File: src/rtl/core/uvc_pkg.sv
`timescale 1ns / 1ps
// ----------------------------------------------------------------------------
// uvc_pkg: shared types and constants of the varint codec
// Word layouts of both channels, the queued operation word, command and
// result kind codes, and the 7-bit group constants.
// ----------------------------------------------------------------------------
package uvc_pkg;

    localparam int unsigned GROUP_BITS  = 7;
    localparam int unsigned VALUE_W     = 64;
    localparam int unsigned BYTE_W      = 8;
    localparam int unsigned GROUP_W     = 4;
    localparam int unsigned GROUP_LIMIT = 10;
    localparam int unsigned ENC_W       = VALUE_W - GROUP_BITS;

    localparam logic [GROUP_BITS-1:0] GROUP_MASK = '1;
    localparam logic [BYTE_W-1:0]     CONT_FLAG  = BYTE_W'(1 << GROUP_BITS);

    // command codes
    localparam logic CMD_ENCODE = 1'b0;
    localparam logic CMD_DECODE = 1'b1;

    // result kinds
    localparam logic KIND_BYTE  = 1'b0;
    localparam logic KIND_VALUE = 1'b1;

    typedef struct packed {
        logic               command;
        logic [VALUE_W-1:0] value_in;
        logic [BYTE_W-1:0]  byte_in;
        logic               end_of_buffer;
    } req_word_t;

    typedef struct packed {
        logic               result_kind;
        logic [BYTE_W-1:0]  byte_out;
        logic [VALUE_W-1:0] value_out;
        logic               last;
        logic               overflow;
    } rsp_word_t;

    // classified operation as it waits in the queue
    typedef struct packed {
        logic                  command;
        logic [VALUE_W-1:0]    value;
        logic [GROUP_W-1:0]    nbytes;
        logic [GROUP_BITS-1:0] payload;
        logic                  done;
    } op_t;

    // queue head as seen by the back end
    typedef struct packed {
        logic valid;
        op_t  op;
    } head_t;

endpackage

File: src/rtl/core/uvc_front.sv
`timescale 1ns / 1ps
// ----------------------------------------------------------------------------
// uvc_front: request classifier
// Turns a request word into an operation: byte count for encode, payload and
// end-of-value flag for decode.
// ----------------------------------------------------------------------------
module uvc_front (
    input  uvc_pkg::req_word_t req_data,
    output uvc_pkg::op_t       op
);
    import uvc_pkg::*;

    localparam int unsigned HI_N = GROUP_LIMIT - 1;

    logic [HI_N-1:0] hi_nz;

    // group k present when anything sits at or above bit 7k
    always_comb
    begin
        for (int k = 1; k <= HI_N; k++)
        begin
            hi_nz[k-1] = |(req_data.value_in >> (GROUP_BITS * k));
        end
    end

    always_comb
    begin
        op.command = req_data.command;
        op.value   = req_data.value_in;
        op.nbytes  = GROUP_W'(1) + GROUP_W'($countones(hi_nz));
        op.payload = req_data.byte_in[GROUP_BITS-1:0];
        op.done    = ((req_data.byte_in & CONT_FLAG) == '0) || req_data.end_of_buffer;
    end

endmodule

File: src/rtl/core/uvc_queue.sv
`timescale 1ns / 1ps
// ----------------------------------------------------------------------------
// uvc_queue: two-entry operation queue
// Decouples request acceptance from the back end sequencer.
// ----------------------------------------------------------------------------
module uvc_queue (
    input  logic          clk,
    input  logic          rst_n,
    input  logic          push,
    input  uvc_pkg::op_t  push_op,
    output logic          full,
    input  logic          pop,
    output uvc_pkg::head_t head
);
    import uvc_pkg::*;

    op_t        entry_reg [2];
    logic       wr_ptr_reg;
    logic       rd_ptr_reg;
    logic [1:0] count_reg;
    logic       do_push;
    logic       do_pop;

    assign full     = (count_reg == 2'd2);
    assign do_push  = push && !full;
    assign do_pop   = pop && (count_reg != 2'd0);
    assign head.valid = (count_reg != 2'd0);
    assign head.op    = entry_reg[rd_ptr_reg];

    always_ff @(posedge clk or negedge rst_n)
    begin
        if (!rst_n)
        begin
            wr_ptr_reg <= 1'b0;
            rd_ptr_reg <= 1'b0;
            count_reg  <= 2'd0;
        end
        else
        begin
            if (do_push)
            begin
                wr_ptr_reg <= ~wr_ptr_reg;
            end
            if (do_pop)
            begin
                rd_ptr_reg <= ~rd_ptr_reg;
            end
            count_reg <= count_reg + 2'(do_push) - 2'(do_pop);
        end
    end

    always_ff @(posedge clk)
    begin
        if (do_push)
        begin
            entry_reg[wr_ptr_reg] <= push_op;
        end
    end

`ifndef SYNTH
    a_count_range: assert property (@(posedge clk) disable iff (!rst_n)
        count_reg <= 2'd2)
        else $error("queue count out of range");

    a_ptr_gap: assert property (@(posedge clk) disable iff (!rst_n)
        (count_reg == 2'd0 || count_reg == 2'd2) |-> (wr_ptr_reg == rd_ptr_reg))
        else $error("queue pointers disagree with count");
`endif

endmodule

File: src/rtl/core/uvc_back.sv
`timescale 1ns / 1ps
// ----------------------------------------------------------------------------
// uvc_back: encode sequencer and decode accumulator
// Emits one encoded byte per cycle when not stalled, folds decode bytes into
// the accumulator, and holds the response word in an output register.
// ----------------------------------------------------------------------------
module uvc_back (
    input  logic               clk,
    input  logic               rst_n,
    input  uvc_pkg::head_t     head,
    output logic               pop,
    output logic               rsp_valid,
    input  logic               rsp_stall,
    output uvc_pkg::rsp_word_t rsp_data
);
    import uvc_pkg::*;

    logic                   rsp_valid_reg, rsp_valid_next;
    rsp_word_t              rsp_data_reg, rsp_data_next;
    logic [ENC_W-1:0]       enc_val_reg, enc_val_next;
    logic [GROUP_W-1:0]     enc_left_reg, enc_left_next;
    logic [VALUE_W-1:0]     acc_reg, acc_next;
    logic [GROUP_W-1:0]     group_reg, group_next;
    logic                   ovf_reg, ovf_next;

    logic                   load_ok;
    logic [VALUE_W-1:0]     acc_upd;
    logic [GROUP_W-1:0]     group_upd;
    logic                   ovf_upd;
    logic [GROUP_BITS-1:0]  pl;

    assign rsp_valid = rsp_valid_reg;
    assign rsp_data  = rsp_data_reg;
    assign load_ok   = !rsp_valid_reg || !rsp_stall;
    assign pl        = head.op.payload;

    // place the payload at its group, group nine keeps only bit 63
    always_comb
    begin
        acc_upd   = acc_reg;
        group_upd = group_reg;
        ovf_upd   = ovf_reg;
        for (int k = 0; k < GROUP_LIMIT - 1; k++)
        begin
            if (group_reg == GROUP_W'(k))
            begin
                acc_upd[GROUP_BITS*k +: GROUP_BITS] =
                    acc_reg[GROUP_BITS*k +: GROUP_BITS] | pl;
            end
        end
        if (group_reg == GROUP_W'(GROUP_LIMIT - 1))
        begin
            acc_upd[VALUE_W-1] = acc_reg[VALUE_W-1] | pl[0];
            if (pl[GROUP_BITS-1:1] != '0)
            begin
                ovf_upd = 1'b1;
            end
        end
        if (group_reg < GROUP_W'(GROUP_LIMIT))
        begin
            group_upd = group_reg + GROUP_W'(1);
        end
        else if (pl != '0)
        begin
            ovf_upd = 1'b1;
        end
    end

    always_comb
    begin
        rsp_valid_next = rsp_valid_reg;
        rsp_data_next  = rsp_data_reg;
        enc_val_next   = enc_val_reg;
        enc_left_next  = enc_left_reg;
        acc_next       = acc_reg;
        group_next     = group_reg;
        ovf_next       = ovf_reg;
        pop            = 1'b0;
        if (load_ok)
        begin
            rsp_valid_next = 1'b0;
            if (enc_left_reg != '0)
            begin
                // remaining bytes of an encode
                rsp_valid_next            = 1'b1;
                rsp_data_next.result_kind = KIND_BYTE;
                rsp_data_next.byte_out    = {enc_left_reg > GROUP_W'(1),
                                             enc_val_reg[GROUP_BITS-1:0]};
                rsp_data_next.value_out   = '0;
                rsp_data_next.last        = (enc_left_reg == GROUP_W'(1));
                rsp_data_next.overflow    = 1'b0;
                enc_val_next              = enc_val_reg >> GROUP_BITS;
                enc_left_next             = enc_left_reg - GROUP_W'(1);
            end
            else if (head.valid)
            begin
                pop = 1'b1;
                if (head.op.command == CMD_ENCODE)
                begin
                    rsp_valid_next            = 1'b1;
                    rsp_data_next.result_kind = KIND_BYTE;
                    rsp_data_next.byte_out    = {head.op.nbytes > GROUP_W'(1),
                                                 head.op.value[GROUP_BITS-1:0]};
                    rsp_data_next.value_out   = '0;
                    rsp_data_next.last        = (head.op.nbytes == GROUP_W'(1));
                    rsp_data_next.overflow    = 1'b0;
                    enc_val_next              = head.op.value[VALUE_W-1:GROUP_BITS];
                    enc_left_next             = head.op.nbytes - GROUP_W'(1);
                end
                else if (head.op.done)
                begin
                    rsp_valid_next            = 1'b1;
                    rsp_data_next.result_kind = KIND_VALUE;
                    rsp_data_next.byte_out    = '0;
                    rsp_data_next.value_out   = acc_upd;
                    rsp_data_next.last        = 1'b1;
                    rsp_data_next.overflow    = ovf_upd;
                    acc_next                  = '0;
                    group_next                = '0;
                    ovf_next                  = 1'b0;
                end
                else
                begin
                    acc_next   = acc_upd;
                    group_next = group_upd;
                    ovf_next   = ovf_upd;
                end
            end
        end
    end

    always_ff @(posedge clk or negedge rst_n)
    begin
        if (!rst_n)
        begin
            rsp_valid_reg <= 1'b0;
            enc_left_reg  <= '0;
            acc_reg       <= '0;
            group_reg     <= '0;
            ovf_reg       <= 1'b0;
        end
        else
        begin
            rsp_valid_reg <= rsp_valid_next;
            enc_left_reg  <= enc_left_next;
            acc_reg       <= acc_next;
            group_reg     <= group_next;
            ovf_reg       <= ovf_next;
        end
    end

    always_ff @(posedge clk)
    begin
        rsp_data_reg <= rsp_data_next;
        enc_val_reg  <= enc_val_next;
    end

`ifndef SYNTH
    a_enc_left_range: assert property (@(posedge clk) disable iff (!rst_n)
        enc_left_reg <= GROUP_W'(GROUP_LIMIT - 1))
        else $error("encode byte count out of range");

    a_group_sat: assert property (@(posedge clk) disable iff (!rst_n)
        group_reg <= GROUP_W'(GROUP_LIMIT))
        else $error("group count beyond limit");

    a_no_pop_mid_encode: assert property (@(posedge clk) disable iff (!rst_n)
        (enc_left_reg != '0) |-> !pop)
        else $error("queue popped while encode bytes remain");
`endif

endmodule

File: src/rtl/core/unsigned_varint_codec.sv
`timescale 1ns / 1ps
// ----------------------------------------------------------------------------
// unsigned_varint_codec: unsigned LEB128 varint encoder and decoder
// Front classifier, two-entry queue and back end sequencer with a registered
// response word.
// ----------------------------------------------------------------------------
// Each request word carries one command. Encode turns value_in into one to ten
// response bytes, low 7-bit group first, bit 7 set on all but the final byte;
// the back end emits one byte per cycle while the response is not stalled
// and pops no operation until an encode's bytes are out. Decode likewise takes
// one byte per cycle and folds its payload into an accumulator; a value word
// comes out when the byte has bit 7 clear or end_of_buffer set, with overflow
// flagging dropped nonzero bits past bit 63. A decode byte that only continues
// a value gives no response. Encodes interleaved with a decode leave the
// partial value untouched. The two-entry queue lets requests keep arriving
// while the response register is stalled.
// ----------------------------------------------------------------------------
module unsigned_varint_codec (
    input  logic               clk,
    input  logic               rst_n,
    input  logic               req_valid,
    output logic               req_stall,
    input  uvc_pkg::req_word_t req_data,
    output logic               rsp_valid,
    input  logic               rsp_stall,
    output uvc_pkg::rsp_word_t rsp_data
);
    import uvc_pkg::*;

    op_t   front_op;
    head_t head;
    logic  queue_full;
    logic  pop;

    // classify the incoming word
    uvc_front u_front (
        .req_data (req_data),
        .op       (front_op)
    );

    // the queue's full flag is the request stall
    assign req_stall = queue_full;

    uvc_queue u_queue (
        .clk     (clk),
        .rst_n   (rst_n),
        .push    (req_valid),
        .push_op (front_op),
        .full    (queue_full),
        .pop     (pop),
        .head    (head)
    );

    // encode sequencing, decode accumulation, response register
    uvc_back u_back (
        .clk       (clk),
        .rst_n     (rst_n),
        .head      (head),
        .pop       (pop),
        .rsp_valid (rsp_valid),
        .rsp_stall (rsp_stall),
        .rsp_data  (rsp_data)
    );

endmodule
File: config.mk
export PLATFORM = sky130hd
export DESIGN_NAME = unsigned_varint_codec
export DESIGN_NICKNAME = d
export VERILOG_FILES = /design/src/rtl/core/uvc_pkg.sv /design/src/rtl/core/uvc_front.sv /design/src/rtl/core/uvc_queue.sv /design/src/rtl/core/uvc_back.sv /design/src/rtl/core/unsigned_varint_codec.sv
export SDC_FILE = /design/constraint.sdc
export NUM_CORES = 1
export LEC_CHECK = 0
export BUFFER_PORTS_ARGS = -buffer_cell sky130_fd_sc_hd__buf_2
export CAP_MARGIN = 20
export CORE_ASPECT_RATIO = 2
export CORE_UTILIZATION = 58
export CTS_CLUSTER_SIZE = 8
export DETAILED_ROUTE_END_ITERATION = 8
export GPL_TIMING_DRIVEN = 0
export PLACE_DENSITY = 0.79
export SETUP_SLACK_MARGIN = 0.3
export SYNTH_ARGS = -nofsm -noshare
export SYNTH_HDL_FRONTEND = slang
export SYNTH_SLANG_ARGS = --single-unit
File: constraint.sdc
create_clock -name clk -period 6.3 [get_ports clk]
set_input_delay 1.26 -clock clk [delete_from_list [all_inputs] [get_ports clk]]
set_output_delay 1.26 -clock clk [all_outputs]
set_load 0.02 [all_outputs]
==> run_results.csv, run 1 <==
group,metric,value,unit
status,status,"completed",
hold_path,holdPathStages,1,
clock_network,post-cts-setup-buffers,0,
logic_synthesis,synth_area_leaders,"edfxtp_1 (60%), dfrtp_1 (14%), mux2i_1 (5.1%)",
route,viasPerCell,5.697,
critical_path,crit_type,"primary input to flop",
logic_synthesis,synth_top_family_by_area,"compound AO/OA/AOI/OAI gates",
logic_synthesis,synth_top_flop_cell,"edfxtp_1",
logic_synthesis,synth_area,14430,um2
finish,mostFrequentLayoutCell,"edfxtp_1",
hold_path,hold_path.class,"flop to flop",
logic_synthesis,synth-seq-cells,364,
logic_synthesis,yosysUniqueCellTypes,52,
clock_network,cts-hold-fix-buffers,0,
route,drtIter0Drc,600,
finish,nNetsFinal,1298,
finish,n_antenna_cell,0,
hold_path,holdPathEnd,"u_back.acc_reg[59]$_DFFE_PN0P_",
place,port-buffer-count,154,
timing,slew_headroom,0.4547,
global_routing,grt_max_degree,65,
finish,final_cell_mix,"edfxtp_1 (286), buf_2 (169), nor2_1 (88)",
floorplan,ios,155,
floorplan,fp-row-count,81,
timing,hold_viol,0,
route,drt-total-wl,30.82,mm
route,first_pass_iters,5,
global_routing,grt_overflow_total,0,
floorplan,dieArea,25560,um2
logic_synthesis,yosysTopAreaCell,"edfxtp_1",
critical_path,reg2reg_slack,2990,ps
clock_network,ctsRootBufferMaster,"clkbuf_16",
hold_path,worstHoldStart,"u_back.acc_reg[59]$_DFFE_PN0P_",
logic_synthesis,synth_enable_flop_cells,286,
power,power-per-cell-area,455.7,nW/um2
timing,tightest_slew,816.2,ps
clock_network,clk_latency,560,ps
timing,skew,23.20,ps
global_routing,track_usage,0.2508,
run,cap_viol_max_count,0,
logic_synthesis,yosysWarningCount,0,
floorplan,die_h,225.1,um
clock_network,cts_sinks,364,
logic_synthesis,synth_fa_ha_area_frac,0.02080,
critical_path,crit_fanout,4,
floorplan,core,24420,um2
clock_network,numCtsBuffers,51,
critical_path,crit_path_start_kind,"primary input",
timing,fin_ws,1380,ps
logic_synthesis,syn_avg_cell_area,14.65,um2
finish,fillers,1627,
clock_network,cts_resized,0,
logic_synthesis,syn_inst,985,
route,drc,0,
critical_path,timing.rr.start,"u_back.enc_left_reg[0]$_DFFE_PN0P_",
finish,drive_gt1_frac,0.2104,
timing,maxSlewViolCount,0,
place,hpwl,21.80,mm
critical_path,arrival,5210,ps
critical_path,r2r_cells,10,
finish,post-route-util,0.7069,
route,wl_per_cell,19.72,um
clock_network,cts_tree,"done",
logic_synthesis,synth_xor_area_frac,0.004854,
place,globalplace.congestion,0.8237,
timing,rsz0062_at_grt,"no",
logic_synthesis,ys_seq_area_frac,0.7302,
power,total_power,7.869,mW
logic_synthesis,syn_nets,1084,
critical_path,critical_path_required,6590,ps
clock_network,clk_pin_slew_worst_paths,50,ps
timing,fmax,0.2033,GHz
logic_synthesis,synth-simple-area-share,0.07429,
global_routing,grt_pass1_vias,9338,
finish,largest_reg_flops,154,
finish,syn_to_final_growth,19.63,%
route,ant_nets,0,
global_routing,grt_first_pass_wirelength,47.58,mm
route,via_count,8905,
timing,finalCritPeriodShare,0.7809,
timing,fin_crit,4920,ps
floorplan,floorplan.initialDensity,0.5910,
power,p_leak,6.674,nW
clock_network,max-clock-path-buffers,3,
place,pre_cts_ws,838.9,ps
floorplan,die_w,113.6,um
logic_synthesis,synthMuxAreaShare,0.05912,
logic_synthesis,synth_compound_area_frac,0.09189,
power,vdd_ir_drop_max,0.4069,mV
timing,setup_viol,0,
global_routing,antenna_found_initial,0,
critical_path,cp-end-kind,"flop",
logic_synthesis,synth.top_cell.area_share,0.5950,
logic_synthesis,ys_async_sr_fraction,0.2143,
clock_network,htree_levels,2,
critical_path,rr_endpoint,"u_back.rsp_data[33]$_SDFFCE_PN0P_",
-- metrics by stage --
| stage | hold slack [ps] | instance area (um2) | std cells | setup TNS [ps] |
|---|---|---|---|---|
| after global placement | 466.4 | 15620 | 1471 | -83200 |
| after detailed placement | 474.0 | 15800 | 1478 | 0 |
| after floorplan | 450.4 | 14430 | 985 | 0 |
| after CTS | 488.4 | 17270 | 1563 | 0 |
| final | 483.0 | 17270 | 1563 | 0 |
| after global routing | 495.4 | 17270 | 1563 | 0 |
-- worst max-delay path, cell delays in order --
cell and delay (ps):
buf_2 110, nor4_1 460, nand4_1 370, nor3_1 320, inv_1 90, fa_1 450
ha_1 290, inv_1 40, ha_1 270, inv_1 50, fa_1 450, fa_1 440
fa_1 460, xor2_1 160
-- worst max path at each step --
stage	from	endpoint	slack, ps	cells past startpoint
floorplan	u_back.enc_left_reg[0]$_DFFE_PN0P_	u_back.rsp_data[0]$_SDFFCE_PN0P_	1150	8
global placement	req_valid	u_queue.entry_reg[0][35]$_DFFE_PP_	-610	3
detailed placement	req_data[60]	u_queue.entry_reg[1][10]$_DFFE_PP_	840	14
CTS	req_data[60]	u_queue.entry_reg[0][10]$_DFFE_PP_	1410	14
global route	req_data[68]	u_queue.entry_reg[0][10]$_DFFE_PP_	1240	14
finish	req_data[68]	u_queue.entry_reg[0][10]$_DFFE_PP_	1380	14
-- synthesized netlist by cell type (2+ instances only) --
| cell | instances |
|---|---|
| edfxtp_1 | 286 |
| nor2_1 | 90 |
| nand2_1 | 80 |
| dfrtp_1 | 78 |
| mux2i_1 | 74 |
| a21oi_1 | 69 |
| o2bb2ai_1 | 63 |
| o21ai_0 | 59 |
| clkbuf_1 | 29 |
| inv_1 | 18 |
| buf_2 | 16 |
| ha_1 | 16 |
| nor4_1 | 11 |
| mux2_2 | 10 |
| and2_1 | 9 |
| nor3_1 | 9 |
| nand2_2 | 8 |
| fa_1 | 5 |
| a21o_1 | 4 |
| buf_1 | 4 |
| xnor2_1 | 4 |
| xor2_1 | 4 |
| nand4_1 | 3 |
| a31oi_1 | 2 |
| and3_1 | 2 |
| and4_1 | 2 |
| nand3_1 | 2 |
| nand3b_1 | 2 |
| o31ai_1 | 2 |
| or4_1 | 2 |
-- cells by family (layout without fill, tap and decap cells) --
| family | after synthesis | count (layout) |
|---|---|---|
| adders and majority gates | 21 | 21 |
| AOI/OAI and AO/OA | 208 | 208 |
| and+or+nand+nor | 233 | 233 |
| xor gates and xnor gates | 8 | 8 |
| buffers and inverters | 67 | 313 |
| muxes | 84 | 84 |
| DFF | 364 | 364 |
-- per-layer routing --
layer  track usage  vias to the layer above  wire, um
li1              -                     4128         -
met1        0.2274                     4351      9714
met2        0.4915                      319     17930
met3       0.04061                      107      1209
met4        0.1672                        0      1966
met5             0                        -         0
-- final cells by class --
type	count	area, um2	area share
Buffer	49	203.9	0.01181
Clock buffer	82	1414	0.08188
Clock inverter	3	55.05	0.003188
Inverter	18	67.56	0.003913
Multi-Input combinational cell	554	3642	0.2109
Sequential cell	364	10540	0.6104
Tap cell	332	415.4	0.02406
Timing Repair Buffer	161	928.4	0.05377
-- power breakdown --
part | internal, mW | leakage [nW] | switching, mW
Clock | 1.55 | 0.702 | 0.937
Combinational | 0.633 | 2.16 | 1.26
Sequential | 3.29 | 3.82 | 0.202
(Power assumes the default switching activity.)
==> run 2, diff against run 1 <==
--- a/config.mk
+++ b/config.mk
@@ -5,14 +5,15 @@
 export SDC_FILE = /design/constraint.sdc
 export NUM_CORES = 1
 export LEC_CHECK = 0
+export ABC_AREA = 1
 export BUFFER_PORTS_ARGS = -buffer_cell sky130_fd_sc_hd__buf_2
 export CAP_MARGIN = 20
 export CORE_ASPECT_RATIO = 2
-export CORE_UTILIZATION = 58
+export CORE_UTILIZATION = 53
 export CTS_CLUSTER_SIZE = 8
 export DETAILED_ROUTE_END_ITERATION = 8
 export GPL_TIMING_DRIVEN = 0
-export PLACE_DENSITY = 0.79
+export PLACE_DENSITY = 0.76
 export SETUP_SLACK_MARGIN = 0.3
 export SYNTH_ARGS = -nofsm -noshare
 export SYNTH_HDL_FRONTEND = slang
==> constraint.sdc (replaced) <==
create_clock -name clk -period 4.3 [get_ports clk]
set_input_delay 0.86 -clock clk [delete_from_list [all_inputs] [get_ports clk]]
set_output_delay 0.86 -clock clk [all_outputs]
set_load 0.02 [all_outputs]
==> run 2 against run 1 <==
Clock power increased by 46%. Synthesized area is 2.7% higher. First-iteration DRC count grew 8.3%. Combinational power rose by 40%. Sequential share of layout area fell by 2.8 points. Flip-flop and latch count did not move. Critical endpoint unchanged. Largest power group unchanged.
==> run_results.csv, run 2 <==
group,metric,value,unit
status,status,"completed",
hold_path,hold_path.class,"primary input to asynchronous set/reset pin",
route,ant_nets,0,
power,p_leak,6.910,nW
floorplan,ios,155,
clock_network,clk_latency,570,ps
critical_path,timing.rr.start,"u_back.enc_left_reg[0]$_DFFE_PN0P_",
timing,skew,21.74,ps
timing,hold_viol,0,
logic_synthesis,synth.top_cell.area_share,0.5791,
finish,fillers,2062,
clock_network,cts-hold-fix-buffers,0,
timing,maxSlewViolCount,0,
finish,largest_reg_flops,154,
critical_path,crit_path_start_kind,"primary input",
logic_synthesis,ys_async_sr_fraction,0.2143,
global_routing,grt_overflow_total,0,
critical_path,crit_fanout,2,
logic_synthesis,syn_avg_cell_area,12.16,um2
finish,post-route-util,0.6567,
place,hpwl,24.51,mm
global_routing,grt_pass1_vias,10173,
timing,rsz0062_at_grt,"yes",
route,wl_per_cell,18.79,um
critical_path,arrival,4330,ps
critical_path,crit_chain,"buf_12 > nor2_4 > nand3_4 > nor4_4 > nand2_1 > fa_1 > ha_1 > inv_1 > ha_1 > inv_2 > fa_1 > fa_2 > fa_2 > xor2_2",
critical_path,startpoint,"req_data[72]",
clock_network,htree_levels,2,
run,cap_viol_max_count,0,
logic_synthesis,yosysUniqueCellTypes,34,
finish,final_cell_mix,"edfxtp_1 (286), nand2_1 (257), nor2_1 (168)",
finish,mostFrequentLayoutCell,"edfxtp_1",
critical_path,crit_type,"primary input to flop",
critical_path,slowest_stage,"fa_1",
place,port-buffer-count,154,
timing,whs,156.5,ps
clock_network,numCtsBuffers,51,
route,drtIter0Drc,650,
logic_synthesis,synth_top_flop_cell,"edfxtp_1",
global_routing,antenna_found_initial,1,
clock_network,cts_sinks,364,
finish,syn_to_final_growth,21.98,%
floorplan,core,27550,um2
clock_network,max-clock-path-buffers,3,
logic_synthesis,synth_area_leaders,"edfxtp_1 (58%), dfrtp_1 (13%), nand2_1 (6.6%)",
place,place_inst,1735,
timing,slew_headroom,0.2405,
clock_network,clk_pin_slew_worst_paths,50,ps
place,globalplace.congestion,0.8635,
critical_path,path_delay_family,"adder cells",
timing,fmax,0.2481,GHz
route,first_pass_iters,5,
floorplan,dieArea,28690,um2
route,drc,0,
logic_synthesis,yosysTopAreaCell,"edfxtp_1",
logic_synthesis,yosysMostFrequentCell,"edfxtp_1",
floorplan,die_h,238.6,um
global_routing,grt_max_degree,65,
critical_path,cp_num_buf_inv,3,
critical_path,critical_path_required,4600,ps
place,placed_area,16350,um2
timing,fin_setup_tns,0,ps
route,drt-total-wl,34.18,mm
clock_network,cts_tree,"done",
floorplan,floorplan.initialDensity,0.5383,
critical_path,slowest_delay,480,ps
logic_synthesis,ys_seq_area_frac,0.7108,
logic_synthesis,yosysWarningCount,0,
power,power-per-cell-area,622.7,nW/um2
logic_synthesis,syn_nets,1319,
power,vdd_ir_drop_max,0.3964,mV
timing,fin_crit,4030,ps
finish,nNetsFinal,1543,
global_routing,track_usage,0.2435,
timing,tightest_slew,1131,ps
finish,fin_area,18090,um2
logic_synthesis,synth_area,14830,um2
route,via_count,9981,
logic_synthesis,synth-seq-cells,364,
global_routing,grt_first_pass_wirelength,52.16,mm
logic_synthesis,synth_enable_flop_cells,286,
logic_synthesis,synth.top_cells.by_count,"edfxtp_1 (286), nand2_1 (261), nor2_1 (180), a21oi_1 (81), dfrtp_1 (78)",
critical_path,cp-end-kind,"flop",
clock_network,ctsRootBufferMaster,"clkbuf_16",
logic_synthesis,syn_inst,1220,
timing,setup_viol,0,
finish,final_cells,1819,
timing,finalCritPeriodShare,0.9372,
floorplan,fp-row-count,86,
finish,drive_gt1_frac,0.2524,
route,viasPerCell,5.487,
floorplan,die_w,120.3,um
## run 2: changes by cell type after synthesis, moves of 12 or more
| cell | change |
|---|---|
| nand2_1 | +181 |
| nor2_1 | +90 |
| mux2i_1 | -67 |
| o2bb2ai_1 | -63 |
| a21oi_2 | +60 |
| a31oi_1 | +48 |
| o21ai_0 | -36 |
| inv_1 | +32 |
| nand3_1 | +25 |
| clkbuf_1 | -16 |
| a21oi_1 | +12 |
## run 2: per-layer routing
metal  vias to the layer above  global-route usage  wire, um
li1                       4685                   -         -
met5                         -                   0         0
met3                       123             0.03674      1543
met1                      4816              0.2216     10740
met2                       357              0.4758     19640
met4                         0              0.1691      2261
## run 2: through the flow
step / power (mW) / setup WS [ps]
2_1_floorplan: 6.642 / 90.19
3_3_place_gp: 7.511 / -579.1
3_5_place_dp: 7.664 / -614.1
4_1_cts: 11.28 / 306.6
5_1_grt: 11.75 / 184.9
6_report: 11.26 / 270.1
## run 2: path summary, 6_finish.rpt
check / slack, ps / cells past startpoint / endpoint
worst max-delay path: 270 / 14 / u_queue.entry_reg[0][10]$_DFFE_PP_
worst min-delay path: 160 / 1 / u_back.acc_reg[33]$_DFFE_PN0P_
worst max register to register: 1740 / 8 / u_back.enc_val_reg[6]$_DFFE_PP_
worst min register to register: 480 / 2 / u_back.ovf_reg$_DFFE_PN0P_
max in group asynchronous: 3510 / 2 / u_back.acc_reg[56]$_DFFE_PN0P_
min in group clk: 480 / 1 / u_queue.entry_reg[0][18]$_DFFE_PP_
## run 2: power breakdown
| group | switching [mW] | internal (mW) | leakage [nW] |
|---|---|---|---|
| clock | 1.39 | 2.24 | 0.690 |
| sequential | 0.243 | 4.74 | 3.81 |
| combinational | 1.90 | 0.749 | 2.41 |
## run 2: repair_timing
| action | 4_1_cts | 5_1_grt |
|---|---|---|
| pin swaps | 8 | 26 |
| setup endpoints to repair | 4 | 4 |
| buffers inserted | 0 | 8 |
| resized for setup | 16 | 55 |
## run 2: cell families after synthesis
group           after synthesis  synth area share
mux                           7          0.004725
buf+inv                     101           0.03172
simple gates                504            0.1361
flops                       364            0.7108
compound gates              217           0.09290
xor+xnor                      6          0.003544
fa+ha+maj                    21           0.02025
## run 2: area by class of cell
type	count	area [um2]	area share
Antenna cell	1	2.502	0.0001383
Buffer	48	269.0	0.01487
Clock buffer	72	1376	0.07609
Clock inverter	3	55.05	0.003044
Inverter	53	236.5	0.01307
Multi-Input combinational cell	755	4034	0.2230
Sequential cell	364	10540	0.5827
Tap cell	352	440.4	0.02435
Timing Repair Buffer	171	1135	0.06274
==> run 3, diff against run 2 <==
--- a/config.mk
+++ b/config.mk
@@ -8,12 +8,12 @@
 export ABC_AREA = 1
 export BUFFER_PORTS_ARGS = -buffer_cell sky130_fd_sc_hd__buf_2
 export CAP_MARGIN = 20
-export CORE_ASPECT_RATIO = 2
 export CORE_UTILIZATION = 53
 export CTS_CLUSTER_SIZE = 8
 export DETAILED_ROUTE_END_ITERATION = 8
 export GPL_TIMING_DRIVEN = 0
 export PLACE_DENSITY = 0.76
+export REMOVE_ABC_BUFFERS = 1
 export SETUP_SLACK_MARGIN = 0.3
 export SYNTH_ARGS = -nofsm -noshare
 export SYNTH_HDL_FRONTEND = slang
==> run 3 against run 2 <==
Non-clock buffer count shrank 43. Sequential share of layout area grew 0.84 points. Maximum frequency rose by 0.88%. Global-route usage down 2.1 points. Wire length is 7.9% lower. Critical path type unchanged. Critical endpoint is now u_queue.entry_reg[1][10]$_DFFE_PP_. Highest routed layer is now met5.
==> run_results.csv, run 3 (synthesis gave the netlist of run 2 again) <==
group,metric,value,unit
place,globalplace.congestion,0.8245,
timing,setup_viol,0,
finish,n_antenna_cell,0,
timing,skew,17.82,ps
status,status,"completed",
route,drt-total-wl,31.48,mm
critical_path,critical_path_required,4580,ps
finish,drive_gt1_frac,0.2318,
global_routing,track_usage,0.2226,
power,total_power,11.06,mW
global_routing,grt_max_degree,109,
timing,tightest_slew,931.0,ps
floorplan,die_h,169.3,um
clock_network,cts-hold-fix-buffers,0,
critical_path,slowest_delay,440,ps
critical_path,crit_path_start_kind,"primary input",
critical_path,crit_type,"primary input to flop",
global_routing,antenna_found_initial,1,
timing,fin_setup_tns,0,ps
place,placed_area,16180,um2
critical_path,arrival,4280,ps
global_routing,grt_first_pass_wirelength,49.64,mm
power,power-per-cell-area,620.2,nW/um2
timing,fin_crit,3995,ps
critical_path,crit_chain,"buf_6 > inv_4 > nand2_4 > nor3_4 > nand2_1 > nor2_1 > nand2_1 > or2_4 > fa_1 > ha_1 > inv_1 > ha_1 > inv_1 > fa_1 > fa_2 > fa_2 > xor2_2",
route,via_count,9875,
floorplan,floorplan.initialDensity,0.5457,
critical_path,slowest_stage,"fa_1",
timing,slew_headroom,0.3779,
timing,fmax,0.2503,GHz
place,port-buffer-count,154,
clock_network,clk_pin_slew_worst_paths,50,ps
finish,mostFrequentLayoutCell,"edfxtp_1",
route,drc,0,
run,cap_viol_max_count,0,
floorplan,core,27180,um2
clock_network,cts_tree,"done",
power,p_leak,6.771,nW
route,wl_met3,2.102,mm
place,hpwl,19.45,mm
power,p_int,7.647,mW
finish,largest_reg_flops,154,
clock_network,ctsRootBufferMaster,"clkbuf_16",
critical_path,cp-end-kind,"flop",
finish,final_cell_mix,"edfxtp_1 (286), nand2_1 (258), nor2_1 (174)",
global_routing,grt_overflow_total,0,
critical_path,crit_fanout,3,
route,first_pass_iters,5,
clock_network,htree_levels,2,
route,top_layer,"met5",
clock_network,numCtsBuffers,51,
route,route.met2.wl,16.05,mm
route,wl_per_cell,17.45,um
route,drtIter0Drc,950,
critical_path,cp_num_buf_inv,4,
timing,maxSlewViolCount,0,
clock_network,cts_sinks,364,
route,viasPerCell,5.474,
finish,fin_area,17840,um2
timing,finalCritPeriodShare,0.9290,
timing,hold_viol,0,
global_routing,grt_pass1_vias,9583,
power,pwr-share-comb,0.221,
clock_network,clk_latency,550,ps
critical_path,path_delay_family,"adder cells",
hold_path,hold_path.class,"primary input to asynchronous set/reset pin",
floorplan,ios,155,
finish,syn_to_final_growth,20.28,%
power,netSwitchingPower,3.415,mW
power,swShare,0.3087,
clock_network,max-clock-path-buffers,3,
route,wl_met1,12.71,mm
power,vdd_ir_drop_max,0.3866,mV
finish,nNetsFinal,1500,
power,pwr-share-clk,0.324,
route,ant_nets,0,
floorplan,fp-row-count,60,
floorplan,dieArea,28650,um2
floorplan,die_w,169.3,um
power,seq_power_share,0.455,
timing,rsz0062_at_grt,"yes",
## run 3: cell types whose count changed in the layout (fill, tap and decap cells not counted), sizes merged
cell,before,now
buf,206,176
clkbuf,85,80
clkinv,1,3
bufinv,1,0
diode,1,0
## run 3: per-layer routing
layer,global-route usage,vias up
li1,-,4623
met3,0.03755,56
met1,0.2874,4779
met5,0,-
met4,0.06659,2
met2,0.3867,415
## run 3: cell type report
| type | count | area, um2 |
|---|---|---|
| multi-input cells | 755 | 3955 |
| fillers | 1972 | 9339 |
| flip-flops and latches | 364 | 10540 |
| repair buffers | 176 | 1209 |
| well taps | 372 | 465.4 |
| clock buffers | 80 | 1385 |
| clock inverters | 4 | 60.06 |
| inverters | 53 | 219.0 |
## run 3: path summary, 6_finish.rpt
kind | startpoint | end | slack [ps] | cells past startpoint
max reg2reg | u_queue.rd_ptr_reg$_DFFE_PN0P_ | u_back.rsp_data[55]$_SDFFCE_PN0P_ | 590 | 7
min | rst_n | u_back.acc_reg[46]$_DFFE_PN0P_ | 150 | 1
max in group asynchronous | rst_n | u_queue.rd_ptr_reg$_DFFE_PN0P_ | 3510 | 2
min in group clk | u_back.ovf_reg$_DFFE_PN0P_ | u_back.ovf_reg$_DFFE_PN0P_ | 490 | 2
max | req_data[63] | u_queue.entry_reg[1][10]$_DFFE_PP_ | 310 | 17
min reg2reg | u_back.ovf_reg$_DFFE_PN0P_ | u_back.ovf_reg$_DFFE_PN0P_ | 490 | 2
## run 3: repair_timing
action	CTS	global route
gates resized for setup	10	39
setup endpoints to repair	4	27
setup buffers	3	4
hold endpoints to repair	0	0
gates cloned	0	0
pin swaps	6	20
## run 3: metrics by stage
stage | worst slack, ps | utilization | hold WS, ps | std cells
floorplan | -3393 | - | 449.6 | 1172
global placement | -7158 | 0.5813 | 463.1 | 1698
detailed placement | -524.3 | 0.5954 | 469.6 | 1713
CTS | 305.2 | 0.6509 | 137.2 | 1800
global route | 209.0 | 0.6564 | 143.2 | 1804
finish | 305.4 | 0.6564 | 153.0 | 1804
## run 3: worst register-to-register path: stages, from the launching register on
cell and delay [ps]:
dfrtp_4 690, inv_2 720, o21ai_2 190, nand2_2 490
inv_1 300, a21oi_4 620, buf_16 250, buf_16 180
## run 3: power by group through the flow
stage	combinational (mW)	clock, mW	sequential [mW]
floorplan	1.32	0	5.27
detailed placement	2.43	0	5.08
global placement	2.15	0	5.24
global route	2.70	3.78	5.09
CTS	2.46	3.62	5.03
finish	2.45	3.59	5.03
